$ cat src/rtl/core/selq_pkg.sv
// Shared types, codes and defaults of the shared/exclusive lock queue.
package selq_pkg;

	localparam int DEF_MAX_OWNERS  = 16;
	localparam int DEF_MAX_WAITERS = 16;
	localparam int DEF_TXN_BITS    = 32;

	localparam int ID_W  = 32;
	localparam int EXP_W = 48;
	localparam int IN_DATA_W  = 88;
	localparam int OUT_DATA_W = 88;

	// Lock modes
	localparam logic [1:0] MODE_FREE   = 2'd0;
	localparam logic [1:0] MODE_SHARED = 2'd1;
	localparam logic [1:0] MODE_EXCL   = 2'd2;

	// Commands
	localparam logic CMD_GRAB = 1'b0;
	localparam logic CMD_DROP = 1'b1;

	typedef enum logic [2:0] {
		ST_GRANTED   = 3'd0,
		ST_WAITING   = 3'd1,
		ST_ALREADY   = 3'd2,
		ST_RELEASED  = 3'd3,
		ST_HANDED    = 3'd4,
		ST_NOT_OWNER = 3'd5,
		ST_FULL      = 3'd6
	} status_t;

	// Owner table write-side control
	typedef struct packed {
		logic wr_en;
		logic set_valid;
		logic clr_valid;
	} own_wr_t;

	function automatic logic [EXP_W-1:0] max_exp(input logic [EXP_W-1:0] a,
		input logic [EXP_W-1:0] b);
		max_exp = (a > b) ? a : b;
	endfunction

endpackage

$ cat src/rtl/core/selq_owner_tbl.sv
// Owner table: synchronous memory of owner entries plus per-slot valid flops.
module selq_owner_tbl #(
	parameter int MAX_OWNERS = 16,
	parameter int TXN_BITS   = 32,
	localparam int OIW = (MAX_OWNERS > 1) ? $clog2(MAX_OWNERS) : 1,
	localparam int TW  = (TXN_BITS < 32) ? TXN_BITS : 32
) (
	input  logic                  clk,
	input  logic                  arst_n,
	input  selq_pkg::own_wr_t     wr,
	input  logic [OIW-1:0]        wr_addr,
	input  logic [TW-1:0]         wr_txn,
	input  logic                  wr_ex,
	input  logic                  rd_en,
	input  logic [OIW-1:0]        rd_addr,
	output logic                  rd_valid,
	output logic [TW-1:0]         rd_txn,
	output logic                  rd_ex
);
	import selq_pkg::*;

	logic [TW:0]           mem_q [MAX_OWNERS];
	logic [MAX_OWNERS-1:0] valid_q;
	logic [TW:0]           rd_data_q;
	logic                  rd_valid_q;

	// Entry storage and registered read
	always_ff @(posedge clk) begin
		if (wr.wr_en) begin
			mem_q[wr_addr] <= {wr_ex, wr_txn};
		end
		if (rd_en) begin
			rd_data_q  <= mem_q[rd_addr];
			rd_valid_q <= valid_q[rd_addr];
		end
	end

	// Valid bits, cleared at reset
	always_ff @(posedge clk or negedge arst_n) begin
		if (!arst_n) begin
			valid_q <= '0;
		end else if (wr.set_valid) begin
			valid_q[wr_addr] <= 1'b1;
		end else if (wr.clr_valid) begin
			valid_q[wr_addr] <= 1'b0;
		end
	end

	assign rd_valid = rd_valid_q;
	assign rd_txn   = rd_data_q[TW-1:0];
	assign rd_ex    = rd_data_q[TW];

endmodule

$ cat src/rtl/core/selq_wait_ring.sv
// Waiter ring: synchronous memory of queued requests.
module selq_wait_ring #(
	parameter int MAX_WAITERS = 16,
	parameter int TXN_BITS    = 32,
	localparam int WIW = (MAX_WAITERS > 1) ? $clog2(MAX_WAITERS) : 1,
	localparam int TW  = (TXN_BITS < 32) ? TXN_BITS : 32
) (
	input  logic                       clk,
	input  logic                       wr_en,
	input  logic [WIW-1:0]             wr_addr,
	input  logic [TW-1:0]              wr_txn,
	input  logic                       wr_ex,
	input  logic [selq_pkg::EXP_W-1:0] wr_exp,
	input  logic                       rd_en,
	input  logic [WIW-1:0]             rd_addr,
	output logic [TW-1:0]              rd_txn,
	output logic                       rd_ex,
	output logic [selq_pkg::EXP_W-1:0] rd_exp
);
	import selq_pkg::*;

	localparam int EW = TW + 1 + EXP_W;

	logic [EW-1:0] mem_q [MAX_WAITERS];
	logic [EW-1:0] rd_data_q;

	// Entry storage and registered read
	always_ff @(posedge clk) begin
		if (wr_en) begin
			mem_q[wr_addr] <= {wr_exp, wr_ex, wr_txn};
		end
		if (rd_en) begin
			rd_data_q <= mem_q[rd_addr];
		end
	end

	assign rd_txn = rd_data_q[TW-1:0];
	assign rd_ex  = rd_data_q[TW];
	assign rd_exp = rd_data_q[EW-1:TW+1];

endmodule

$ cat src/rtl/core/shared_exclusive_lock_queue.sv
// Shared/exclusive lock with owner table and FIFO of waiters (top level).
// One request at a time. A grab or a drop first scans every owner slot through the
// owner table's single read port; a grab by a requester that owns nothing then scans
// the waiters, and a drop by the last owner hands the lock to the head waiters, with
// one result per grant. Output stalls hold the block.
// Reset (arst_n low) empties owners and waiters, frees the lock, expiry zero.
module shared_exclusive_lock_queue #(
	parameter int MAX_OWNERS  = selq_pkg::DEF_MAX_OWNERS,
	parameter int MAX_WAITERS = selq_pkg::DEF_MAX_WAITERS,
	parameter int TXN_BITS    = selq_pkg::DEF_TXN_BITS
) (
	input  logic                            clk,
	input  logic                            arst_n,
	input  logic                            s_tvalid,
	output logic                            s_tready,
	// txn_id[31:0], want_exclusive[32], expiry_time[80:33], zero pad
	input  logic [selq_pkg::IN_DATA_W-1:0]  s_tdata,
	// command[0]
	input  logic [0:0]                      s_tuser,
	output logic                            m_tvalid,
	input  logic                            m_tready,
	// granted_txn[31:0], hold_mode[33:32], lock_expiry[81:34], zero pad
	output logic [selq_pkg::OUT_DATA_W-1:0] m_tdata,
	// status[2:0]
	output logic [2:0]                      m_tuser,
	output logic                            m_tlast
);
	import selq_pkg::*;

	localparam int OIW = (MAX_OWNERS > 1) ? $clog2(MAX_OWNERS) : 1;
	localparam int WIW = (MAX_WAITERS > 1) ? $clog2(MAX_WAITERS) : 1;
	localparam int OCW = $clog2(MAX_OWNERS + 1);
	localparam int WCW = $clog2(MAX_WAITERS + 1);
	localparam int TW  = (TXN_BITS < 32) ? TXN_BITS : 32;

	typedef enum logic [8:0] {
		S_IDLE  = 9'b000000001,
		S_OSCAN = 9'b000000010,
		S_OEVAL = 9'b000000100,
		S_WSCAN = 9'b000001000,
		S_WEVAL = 9'b000010000,
		S_RESP  = 9'b000100000,
		S_HO_RD = 9'b001000000,
		S_HO_PR = 9'b010000000,
		S_EM_RD = 9'b100000000
	} fsm_t;

	fsm_t state_q, state_d;
	logic em_out_q, em_out_d;

	// Request latch
	logic            cmd_q;
	logic [TW-1:0]   t_q;
	logic            ex_q;
	logic [EXP_W-1:0] e_q;

	// Scan state
	logic [OCW-1:0]  oiss_q, oiss_d;
	logic            pv_s1;
	logic [OIW-1:0]  pidx_s1;
	logic            found_q, found_d;
	logic [OIW-1:0]  fidx_q, fidx_d;
	logic            fex_q, fex_d;
	logic            free_ok_q, free_ok_d;
	logic [OIW-1:0]  free_idx_q, free_idx_d;
	logic [WCW-1:0]  wiss_q, wiss_d;
	logic [WIW-1:0]  wptr_q, wptr_d;
	logic            wpv_s1;
	logic [WCW-1:0]  wproc_q, wproc_d;
	logic            wmatch_q, wmatch_d;
	status_t         st_q, st_d;
	logic [OCW-1:0]  n_q, n_d;
	logic [OCW-1:0]  k_q, k_d;
	logic            first_q, first_d;

	// Lock state
	logic [OCW-1:0]   ocount_q, ocount_d;
	logic [WCW-1:0]   wcount_q, wcount_d;
	logic [WIW-1:0]   head_q, head_d;
	logic [1:0]       held_q, held_d;
	logic [EXP_W-1:0] exp_q, exp_d;

	// Output register
	logic             m_valid_q;
	status_t          m_status_q;
	logic [TW-1:0]    m_txn_q;
	logic             m_last_q;
	logic [1:0]       m_hold_q;
	logic [EXP_W-1:0] m_exp_q;
	logic             out_load;
	status_t          out_status;
	logic [TW-1:0]    out_txn;
	logic             out_last;
	logic             out_free;

	// Memory ports
	own_wr_t          o_wr;
	logic [OIW-1:0]   o_wr_addr;
	logic [TW-1:0]    o_wr_txn;
	logic             o_wr_ex;
	logic             o_rd_en;
	logic [OIW-1:0]   o_rd_addr;
	logic             o_rd_valid;
	logic [TW-1:0]    o_rd_txn;
	logic             o_rd_ex;
	logic             w_wr_en;
	logic [WIW-1:0]   w_wr_addr;
	logic [TW-1:0]    w_wr_txn;
	logic             w_wr_ex;
	logic [EXP_W-1:0] w_wr_exp;
	logic             w_rd_en;
	logic [WIW-1:0]   w_rd_addr;
	logic [TW-1:0]    w_rd_txn;
	logic             w_rd_ex;
	logic [EXP_W-1:0] w_rd_exp;

	logic [WCW:0]     tail_sum;
	logic [WIW-1:0]   tail_idx;
	logic [WIW-1:0]   head_dec;
	logic [WIW-1:0]   head_inc;
	logic [WIW-1:0]   wptr_inc;
	logic             in_xfer;
	logic             ho_cont;

	selq_owner_tbl #(
		.MAX_OWNERS(MAX_OWNERS),
		.TXN_BITS  (TXN_BITS)
	) u_owner (
		.clk     (clk),
		.arst_n  (arst_n),
		.wr      (o_wr),
		.wr_addr (o_wr_addr),
		.wr_txn  (o_wr_txn),
		.wr_ex   (o_wr_ex),
		.rd_en   (o_rd_en),
		.rd_addr (o_rd_addr),
		.rd_valid(o_rd_valid),
		.rd_txn  (o_rd_txn),
		.rd_ex   (o_rd_ex)
	);

	selq_wait_ring #(
		.MAX_WAITERS(MAX_WAITERS),
		.TXN_BITS   (TXN_BITS)
	) u_wait (
		.clk    (clk),
		.wr_en  (w_wr_en),
		.wr_addr(w_wr_addr),
		.wr_txn (w_wr_txn),
		.wr_ex  (w_wr_ex),
		.wr_exp (w_wr_exp),
		.rd_en  (w_rd_en),
		.rd_addr(w_rd_addr),
		.rd_txn (w_rd_txn),
		.rd_ex  (w_rd_ex),
		.rd_exp (w_rd_exp)
	);

	assign s_tready = (state_q == S_IDLE) && !em_out_q;
	assign in_xfer  = s_tvalid && s_tready;
	assign out_free = !m_valid_q || m_tready;

	// Ring pointer arithmetic
	assign tail_sum = (WCW+1)'(head_q) + (WCW+1)'(wcount_q);
	assign tail_idx = (tail_sum >= (WCW+1)'(MAX_WAITERS)) ?
		WIW'(tail_sum - (WCW+1)'(MAX_WAITERS)) : WIW'(tail_sum);
	assign head_dec = (head_q == '0) ? WIW'(MAX_WAITERS - 1) : head_q - 1'b1;
	assign head_inc = (head_q == WIW'(MAX_WAITERS - 1)) ? '0 : head_q + 1'b1;
	assign wptr_inc = (wptr_q == WIW'(MAX_WAITERS - 1)) ? '0 : wptr_q + 1'b1;

	// Hand-over always grants the first head waiter, then continues while the next head is a shared waiter
	assign ho_cont = first_q || ((wcount_q != '0) && (n_q < MAX_WAITERS) && !w_rd_ex &&
		(held_q == MODE_SHARED) && (n_q < MAX_OWNERS));

	// Control and next-state logic
	always_comb begin
		state_d    = state_q;
		em_out_d   = em_out_q;
		oiss_d     = oiss_q;
		found_d    = found_q;
		fidx_d     = fidx_q;
		fex_d      = fex_q;
		free_ok_d  = free_ok_q;
		free_idx_d = free_idx_q;
		wiss_d     = wiss_q;
		wptr_d     = wptr_q;
		wproc_d    = wproc_q;
		wmatch_d   = wmatch_q;
		st_d       = st_q;
		n_d        = n_q;
		k_d        = k_q;
		first_d    = first_q;
		ocount_d   = ocount_q;
		wcount_d   = wcount_q;
		head_d     = head_q;
		held_d     = held_q;
		exp_d      = exp_q;
		o_wr       = '0;
		o_wr_addr  = fidx_q;
		o_wr_txn   = t_q;
		o_wr_ex    = ex_q;
		o_rd_en    = 1'b0;
		o_rd_addr  = oiss_q[OIW-1:0];
		w_wr_en    = 1'b0;
		w_wr_addr  = tail_idx;
		w_wr_txn   = t_q;
		w_wr_ex    = ex_q;
		w_wr_exp   = e_q;
		w_rd_en    = 1'b0;
		w_rd_addr  = wptr_q;
		out_load   = 1'b0;
		out_status = st_q;
		out_txn    = '0;
		out_last   = 1'b1;

		if (em_out_q) begin
			// Hand-over result, txn read from owner slot k
			if (out_free) begin
				out_load   = 1'b1;
				out_status = ST_HANDED;
				out_txn    = o_rd_txn;
				out_last   = (k_q + 1'b1 == n_q);
				em_out_d   = 1'b0;
				k_d        = k_q + 1'b1;
				state_d    = (k_q + 1'b1 == n_q) ? S_IDLE : S_EM_RD;
			end
		end else begin
			case (state_q)
				S_IDLE: begin
					if (in_xfer) begin
						oiss_d    = '0;
						found_d   = 1'b0;
						free_ok_d = 1'b0;
						wmatch_d  = 1'b0;
						state_d   = S_OSCAN;
					end
				end
				S_OSCAN: begin
					// One owner read issued per cycle, checked the next
					if (oiss_q < MAX_OWNERS) begin
						o_rd_en = 1'b1;
						oiss_d  = oiss_q + 1'b1;
					end
					if (pv_s1) begin
						if (o_rd_valid && (o_rd_txn == t_q) && !found_q) begin
							found_d = 1'b1;
							fidx_d  = pidx_s1;
							fex_d   = o_rd_ex;
						end
						if (!o_rd_valid && !free_ok_q) begin
							free_ok_d  = 1'b1;
							free_idx_d = pidx_s1;
						end
						if (pidx_s1 == OIW'(MAX_OWNERS - 1)) begin
							state_d = S_OEVAL;
						end
					end
				end
				S_OEVAL: begin
					if (cmd_q == CMD_GRAB) begin
						if (!found_q) begin
							wiss_d  = '0;
							wptr_d  = head_q;
							wproc_d = '0;
							state_d = (wcount_q != '0) ? S_WSCAN : S_WEVAL;
						end else if (fex_q || !ex_q) begin
							exp_d   = max_exp(exp_q, e_q);
							st_d    = ST_GRANTED;
							state_d = S_RESP;
						end else if (ocount_q == OCW'(1)) begin
							// Sole shared owner becomes exclusive
							o_wr.wr_en = 1'b1;
							o_wr_ex    = 1'b1;
							held_d     = MODE_EXCL;
							exp_d      = max_exp(exp_q, e_q);
							st_d       = ST_GRANTED;
							state_d    = S_RESP;
						end else if (wcount_q >= MAX_WAITERS) begin
							st_d    = ST_FULL;
							state_d = S_RESP;
						end else begin
							// Shared owner asking upgrade goes to the head of the line
							o_wr.clr_valid = 1'b1;
							ocount_d       = ocount_q - 1'b1;
							head_d         = head_dec;
							w_wr_en        = 1'b1;
							w_wr_addr      = head_dec;
							w_wr_ex        = 1'b1;
							wcount_d       = wcount_q + 1'b1;
							st_d           = ST_WAITING;
							state_d        = S_RESP;
						end
					end else if (!found_q) begin
						st_d    = ST_NOT_OWNER;
						state_d = S_RESP;
					end else begin
						o_wr.clr_valid = 1'b1;
						ocount_d       = ocount_q - 1'b1;
						if ((ocount_q == OCW'(1)) && (wcount_q != '0)) begin
							n_d     = '0;
							first_d = 1'b1;
							state_d = S_HO_RD;
						end else begin
							if (ocount_q == OCW'(1)) begin
								held_d = MODE_FREE;
							end
							st_d    = ST_RELEASED;
							state_d = S_RESP;
						end
					end
				end
				S_WSCAN: begin
					if (wiss_q < wcount_q) begin
						w_rd_en = 1'b1;
						wiss_d  = wiss_q + 1'b1;
						wptr_d  = wptr_inc;
					end
					if (wpv_s1) begin
						if (w_rd_txn == t_q) begin
							wmatch_d = 1'b1;
						end
						wproc_d = wproc_q + 1'b1;
						if (wproc_q + 1'b1 == wcount_q) begin
							state_d = S_WEVAL;
						end
					end
				end
				S_WEVAL: begin
					state_d = S_RESP;
					if (wmatch_q) begin
						st_d = ST_ALREADY;
					end else if ((held_q == MODE_FREE) || (!ex_q && (held_q == MODE_SHARED) &&
						(wcount_q == '0))) begin
						if (!free_ok_q) begin
							st_d = ST_FULL;
						end else begin
							o_wr.wr_en     = 1'b1;
							o_wr.set_valid = 1'b1;
							o_wr_addr      = free_idx_q;
							ocount_d       = ocount_q + 1'b1;
							if (held_q == MODE_FREE) begin
								held_d = ex_q ? MODE_EXCL : MODE_SHARED;
								exp_d  = e_q;
							end else begin
								exp_d = max_exp(exp_q, e_q);
							end
							st_d = ST_GRANTED;
						end
					end else if (wcount_q >= MAX_WAITERS) begin
						st_d = ST_FULL;
					end else begin
						w_wr_en  = 1'b1;
						wcount_d = wcount_q + 1'b1;
						st_d     = ST_WAITING;
					end
				end
				S_RESP: begin
					if (out_free) begin
						out_load = 1'b1;
						state_d  = S_IDLE;
					end
				end
				S_HO_RD: begin
					w_rd_en   = 1'b1;
					w_rd_addr = head_q;
					state_d   = S_HO_PR;
				end
				S_HO_PR: begin
					if (!ho_cont) begin
						k_d     = '0;
						state_d = S_EM_RD;
					end else begin
						// Grant head waiter into owner slot n
						o_wr.wr_en     = 1'b1;
						o_wr.set_valid = 1'b1;
						o_wr_addr      = n_q[OIW-1:0];
						o_wr_txn       = w_rd_txn;
						o_wr_ex        = w_rd_ex;
						ocount_d       = ocount_q + 1'b1;
						exp_d          = max_exp(exp_q, w_rd_exp);
						held_d         = w_rd_ex ? MODE_EXCL : MODE_SHARED;
						n_d            = n_q + 1'b1;
						head_d         = head_inc;
						wcount_d       = wcount_q - 1'b1;
						first_d        = 1'b0;
						state_d        = S_HO_RD;
					end
				end
				S_EM_RD: begin
					o_rd_en   = 1'b1;
					o_rd_addr = k_q[OIW-1:0];
					em_out_d  = 1'b1;
				end
				default: begin
					state_d = S_IDLE;
				end
			endcase
		end
	end

	// Control registers
	always_ff @(posedge clk or negedge arst_n) begin
		if (!arst_n) begin
			state_q   <= S_IDLE;
			em_out_q  <= 1'b0;
			pv_s1     <= 1'b0;
			wpv_s1    <= 1'b0;
			ocount_q  <= '0;
			wcount_q  <= '0;
			head_q    <= '0;
			held_q    <= MODE_FREE;
			exp_q     <= '0;
			m_valid_q <= 1'b0;
		end else begin
			state_q   <= state_d;
			em_out_q  <= em_out_d;
			pv_s1     <= (state_q == S_OSCAN) && o_rd_en && !em_out_q;
			wpv_s1    <= (state_q == S_WSCAN) && w_rd_en;
			ocount_q  <= ocount_d;
			wcount_q  <= wcount_d;
			head_q    <= head_d;
			held_q    <= held_d;
			exp_q     <= exp_d;
			if (out_load) begin
				m_valid_q <= 1'b1;
			end else if (m_tready) begin
				m_valid_q <= 1'b0;
			end
		end
	end

	// Payload and scan registers
	always_ff @(posedge clk) begin
		if (in_xfer) begin
			cmd_q <= s_tuser[0];
			t_q   <= s_tdata[TW-1:0];
			ex_q  <= s_tdata[32];
			e_q   <= s_tdata[80:33];
		end
		pidx_s1    <= o_rd_addr;
		oiss_q     <= oiss_d;
		found_q    <= found_d;
		fidx_q     <= fidx_d;
		fex_q      <= fex_d;
		free_ok_q  <= free_ok_d;
		free_idx_q <= free_idx_d;
		wiss_q     <= wiss_d;
		wptr_q     <= wptr_d;
		wproc_q    <= wproc_d;
		wmatch_q   <= wmatch_d;
		st_q       <= st_d;
		n_q        <= n_d;
		k_q        <= k_d;
		first_q    <= first_d;
		if (out_load) begin
			m_status_q <= out_status;
			m_txn_q    <= out_txn;
			m_last_q   <= out_last;
			m_hold_q   <= held_q;
			m_exp_q    <= exp_q;
		end
	end

	// Output packing
	always_comb begin
		m_tdata         = '0;
		m_tdata[TW-1:0] = m_txn_q;
		m_tdata[33:32]  = m_hold_q;
		m_tdata[81:34]  = m_exp_q;
	end
	assign m_tvalid = m_valid_q;
	assign m_tuser  = m_status_q;
	assign m_tlast  = m_last_q;

	// Checks
	a_ocount_range: assert property (@(posedge clk) disable iff (!arst_n)
		ocount_q <= MAX_OWNERS)
		else $error("owner count beyond table size");
	a_wcount_range: assert property (@(posedge clk) disable iff (!arst_n)
		wcount_q <= MAX_WAITERS)
		else $error("waiter count beyond ring size");
	a_free_empty: assert property (@(posedge clk) disable iff (!arst_n)
		(state_q == S_IDLE && !em_out_q && held_q == MODE_FREE) |-> (ocount_q == '0))
		else $error("lock free while owners remain");
	a_handed_held: assert property (@(posedge clk) disable iff (!arst_n)
		(m_valid_q && m_status_q == ST_HANDED) |-> (m_hold_q != MODE_FREE))
		else $error("hand-over result with lock not held");

endmodule
$ cat config.mk
export PLATFORM = sky130hd
export DESIGN_NAME = shared_exclusive_lock_queue
export DESIGN_NICKNAME = d
export VERILOG_FILES = /design/src/rtl/core/selq_pkg.sv /design/src/rtl/core/selq_owner_tbl.sv /design/src/rtl/core/selq_wait_ring.sv /design/src/rtl/core/shared_exclusive_lock_queue.sv
export SDC_FILE = /design/constraint.sdc
export NUM_CORES = 2
export LEC_CHECK = 0
export ABC_AREA = 1
export ABC_CLOCK_PERIOD_IN_PS = 15100
export BUFFER_PORTS_ARGS = -buffer_cell sky130_fd_sc_hd__buf_4
export CAP_MARGIN = 40
export CORE_MARGIN = 4
export CORE_UTILIZATION = 45
export DETAILED_ROUTE_END_ITERATION = 10
export GPL_TIMING_DRIVEN = 0
export PLACE_DENSITY_LB_ADDON = 0.12
export SLEW_MARGIN = 20
export SYNTH_ARGS = -nofsm -noshare
export SYNTH_HDL_FRONTEND = slang
export SYNTH_SLANG_ARGS = --single-unit
$ cat constraint.sdc
create_clock -name clk -period 15.1 [get_ports clk]
set_input_delay 1.51 -clock clk [delete_from_list [all_inputs] [get_ports clk]]
set_output_delay 1.51 -clock clk [all_outputs]
set_load 0.02 [all_outputs]
==> impl_metrics.ini <==
[synthesis]
postSynth.asyncResetShare = 0.0414
synth_edf_count = 2152
ys_seq_area_frac = 0.698
netlist_area_um2 = 96100
yosys_most_used_dff = edfxtp_1
ys_seq_elements = 2249
synth.avg_cell_area_um2 = 12.0
synth_cells = 8012
ys_types = 57
ys.warnings.count = 0

[critical_path]
start_kind = register
worst_ep_arrival_time_ns = 5.14
endpoint_kind = register
cp_max_fo = 10
cp.required_ns = 15.69
critPathKind = reg -> reg

[power]
report.power.total_w = 0.0183
power_leakage_nw = 42.2
p_seq_frac = 0.433
internal-power_w = 0.0120
p_clk_frac = 0.318
p_sw_w = 0.00624
comb_power_share = 0.250
power.share.switching = 0.342
peakVddDrop_mv = 0.133
p_per_area_nw_per_um2 = 162

[timing]
setup_viol = 0
final.period_utilization = 0.301
rsz0062_at_grt = no
finalHoldViolations = 0
fmax_mhz = 220
fin_skew_ns = 0.0637
final.setup.tns_ns = 0
fin_crit_ns = 4.54
drv_slew = 0
worst_pin_slew_ns = 0.972
relSlewSlack = 0.352
fin_ws_ns = 10.56

[clocking]
hold_buffers = 0
htree_levels = 4
ctsRootBufferMaster = clkbuf_16
cts_buffers = 234
clock-sinks = 2249
cts_tree = done
cts_setup_buffers = 0
clock_path_buffers = 3
insertion_delay_ns = 0.91
ctsResizeCount = 0
clk_pin_slew_ns = 0.06

[place]
place_area_um2 = 105000
dp.final_hpwl_um = 240000
gp_congestion = 0.925
port_buffers = 173
place_ws_ns = 10.69
numPlacedInstances = 11300

[final_layout]
final_cell_area_um2 = 113000
final_nets = 8903
drive_above_1_share = 0.171
final_common_cell = edfxtp_1
area_growth_pct = 17.7
instances_no_fill = 11700
final_cell_mix = 2152 x edfxtp_1, 1336 x nand2_1, 1040 x nand3_1

[drt]
vias_per_cell = 5.84
drc = 0
firstDrtPassIters = 6
vias = 68400
ant_nets = 0
drtIter0Drc = 9687
wl_um = 338000
wl_per_cell_um = 28.8

[grt]
grt_pass1_vias = 64100
antenna_found_initial = 14
grt_pass1_wl_um = 474000
grtUsageTotal = 0.299
grt_max_degree = 64
grt.overflow.total = 0

[run_status]
status = complete, no violations

[floorplan]
ios = 187
core_area_um2 = 212000
rows = 169
die_y_um = 470
fp.dieW_um = 470
start_util = 0.453
dieArea_um2 = 221000

[flow_run]
drv_cap = 0

[hold_path]
hp-class = reg -> reg
[flip-flops by register name, summed over array words and instances (netlist names), 33 cells and up, named ones only]
| name | count |
|---|---|
| u_owner.rd_data_q | 33 |
| u_wait.mem_q | 1296 |
| u_wait.rd_data_q | 81 |
| u_owner.mem_q | 528 |
| e_q | 48 |
| m_exp_q | 48 |
| exp_q | 48 |
[power by group through the flow]
stage               combinational, W  sequential, W  clock, W
finish                       0.00456        0.00790   0.00580
floorplan                    0.00246        0.00787         0
global route                 0.00491        0.00794   0.00614
CTS                          0.00438        0.00796   0.00586
global placement             0.00409        0.00814         0
detailed placement           0.00436        0.00808         0
[metrics by stage]
step / hold slack (ns) / util
3_5_place_dp: 0.422 / 0.495
4_1_cts: 0.436 / 0.531
3_3_place_gp: 0.408 / 0.475
5_1_grt: 0.442 / 0.532
2_1_floorplan: 0.400 / -
6_report: 0.434 / 0.533
[cells in the mapped netlist (19+ instances only)]
cell / count / area, um2
a21oi_1: 135 / 676
inv_2: 26 / 97.6
or2_2: 440 / 2750
clkbuf_1: 240 / 901
xnor2_1: 22 / 193
nand2_1: 1336 / 5010
nor2_1: 210 / 788
inv_1: 679 / 2550
edfxtp_1: 2152 / 64600
o21ai_0: 484 / 2420
o22ai_1: 69 / 432
o211ai_1: 468 / 3510
nand4_1: 19 / 119
dfrtp_1: 92 / 2300
xor2_1: 35 / 307
nor3_1: 34 / 170
ha_1: 118 / 1480
buf_2: 172 / 861
nand3_1: 1040 / 5200
o21ai_1: 65 / 325
buf_1: 46 / 173
[critical path, cell delays in order, from the launching register on]
cell and delay (ns):
dfrtp_1 0.48, inv_1 0.18, nand3_1 0.31, o21bai_4 0.40
nand2_1 0.17, nor3_1 0.26, nor3_1 0.07, nand3b_2 0.43
buf_2 0.35, nor3_2 0.67, buf_4 0.30, buf_4 0.23
buf_4 0.20, buf_4 0.20
[layer usage]
| layer | GRT usage | up-vias | wire, um | part of all wire |
|---|---|---|---|---|
| met5 | 0 | - | 42 | 0.00012 |
| met4 | 0.114 | 6 | 14200 | 0.042 |
| met3 | 0.0574 | 579 | 35500 | 0.11 |
| met2 | 0.455 | 4006 | 150000 | 0.44 |
| met1 | 0.427 | 33900 | 138000 | 0.41 |
| li1 | - | 29900 | - | - |
[cell type report]
type                       count  area (um2)
fill                       18200       99200
sequential                  2249       67000
multi-input combinational   4588       24700
clock buffer                 288        6100
timing repair buffer         437        5430
tap                         2821        3530
inverter                     708        2670
buffer                       472        2060
clock inverter               146        1560
antenna                       11        27.5
[final timing paths]
kind	start	cells after the start	slack, ns	to
max reg2reg	wcount_q[1]	13	10.56	u_owner.mem_q[13][20]
max	wcount_q[1]	13	10.56	u_owner.mem_q[13][20]
min reg2reg	u_owner.rd_data_q[32]	0	0.43	fex_q
min in group asynchronous	arst_n	1	0.52	asynchronous set/reset pin
min	u_owner.rd_data_q[32]	0	0.43	fex_q
max in group asynchronous	arst_n	2	13.85	exp_q[11]
[kinds of logic (layout without fill, tap and decap cells)]
group                      Yosys count  after routing  synth area share
muxes                               17             17           0.00199
AOI/OAI and AO/OA                 1262           1262            0.0801
buffers and inverters             1180           2051            0.0491
other                                1             17         0.0000390
adders and majority gates          120            120            0.0158
xor gates and xnor gates            57             57           0.00520
and+or+nand+nor                   3126           3126             0.150
DFF                               2249           2249             0.698
No activity file was read; power rests on OpenSTA's default activity.
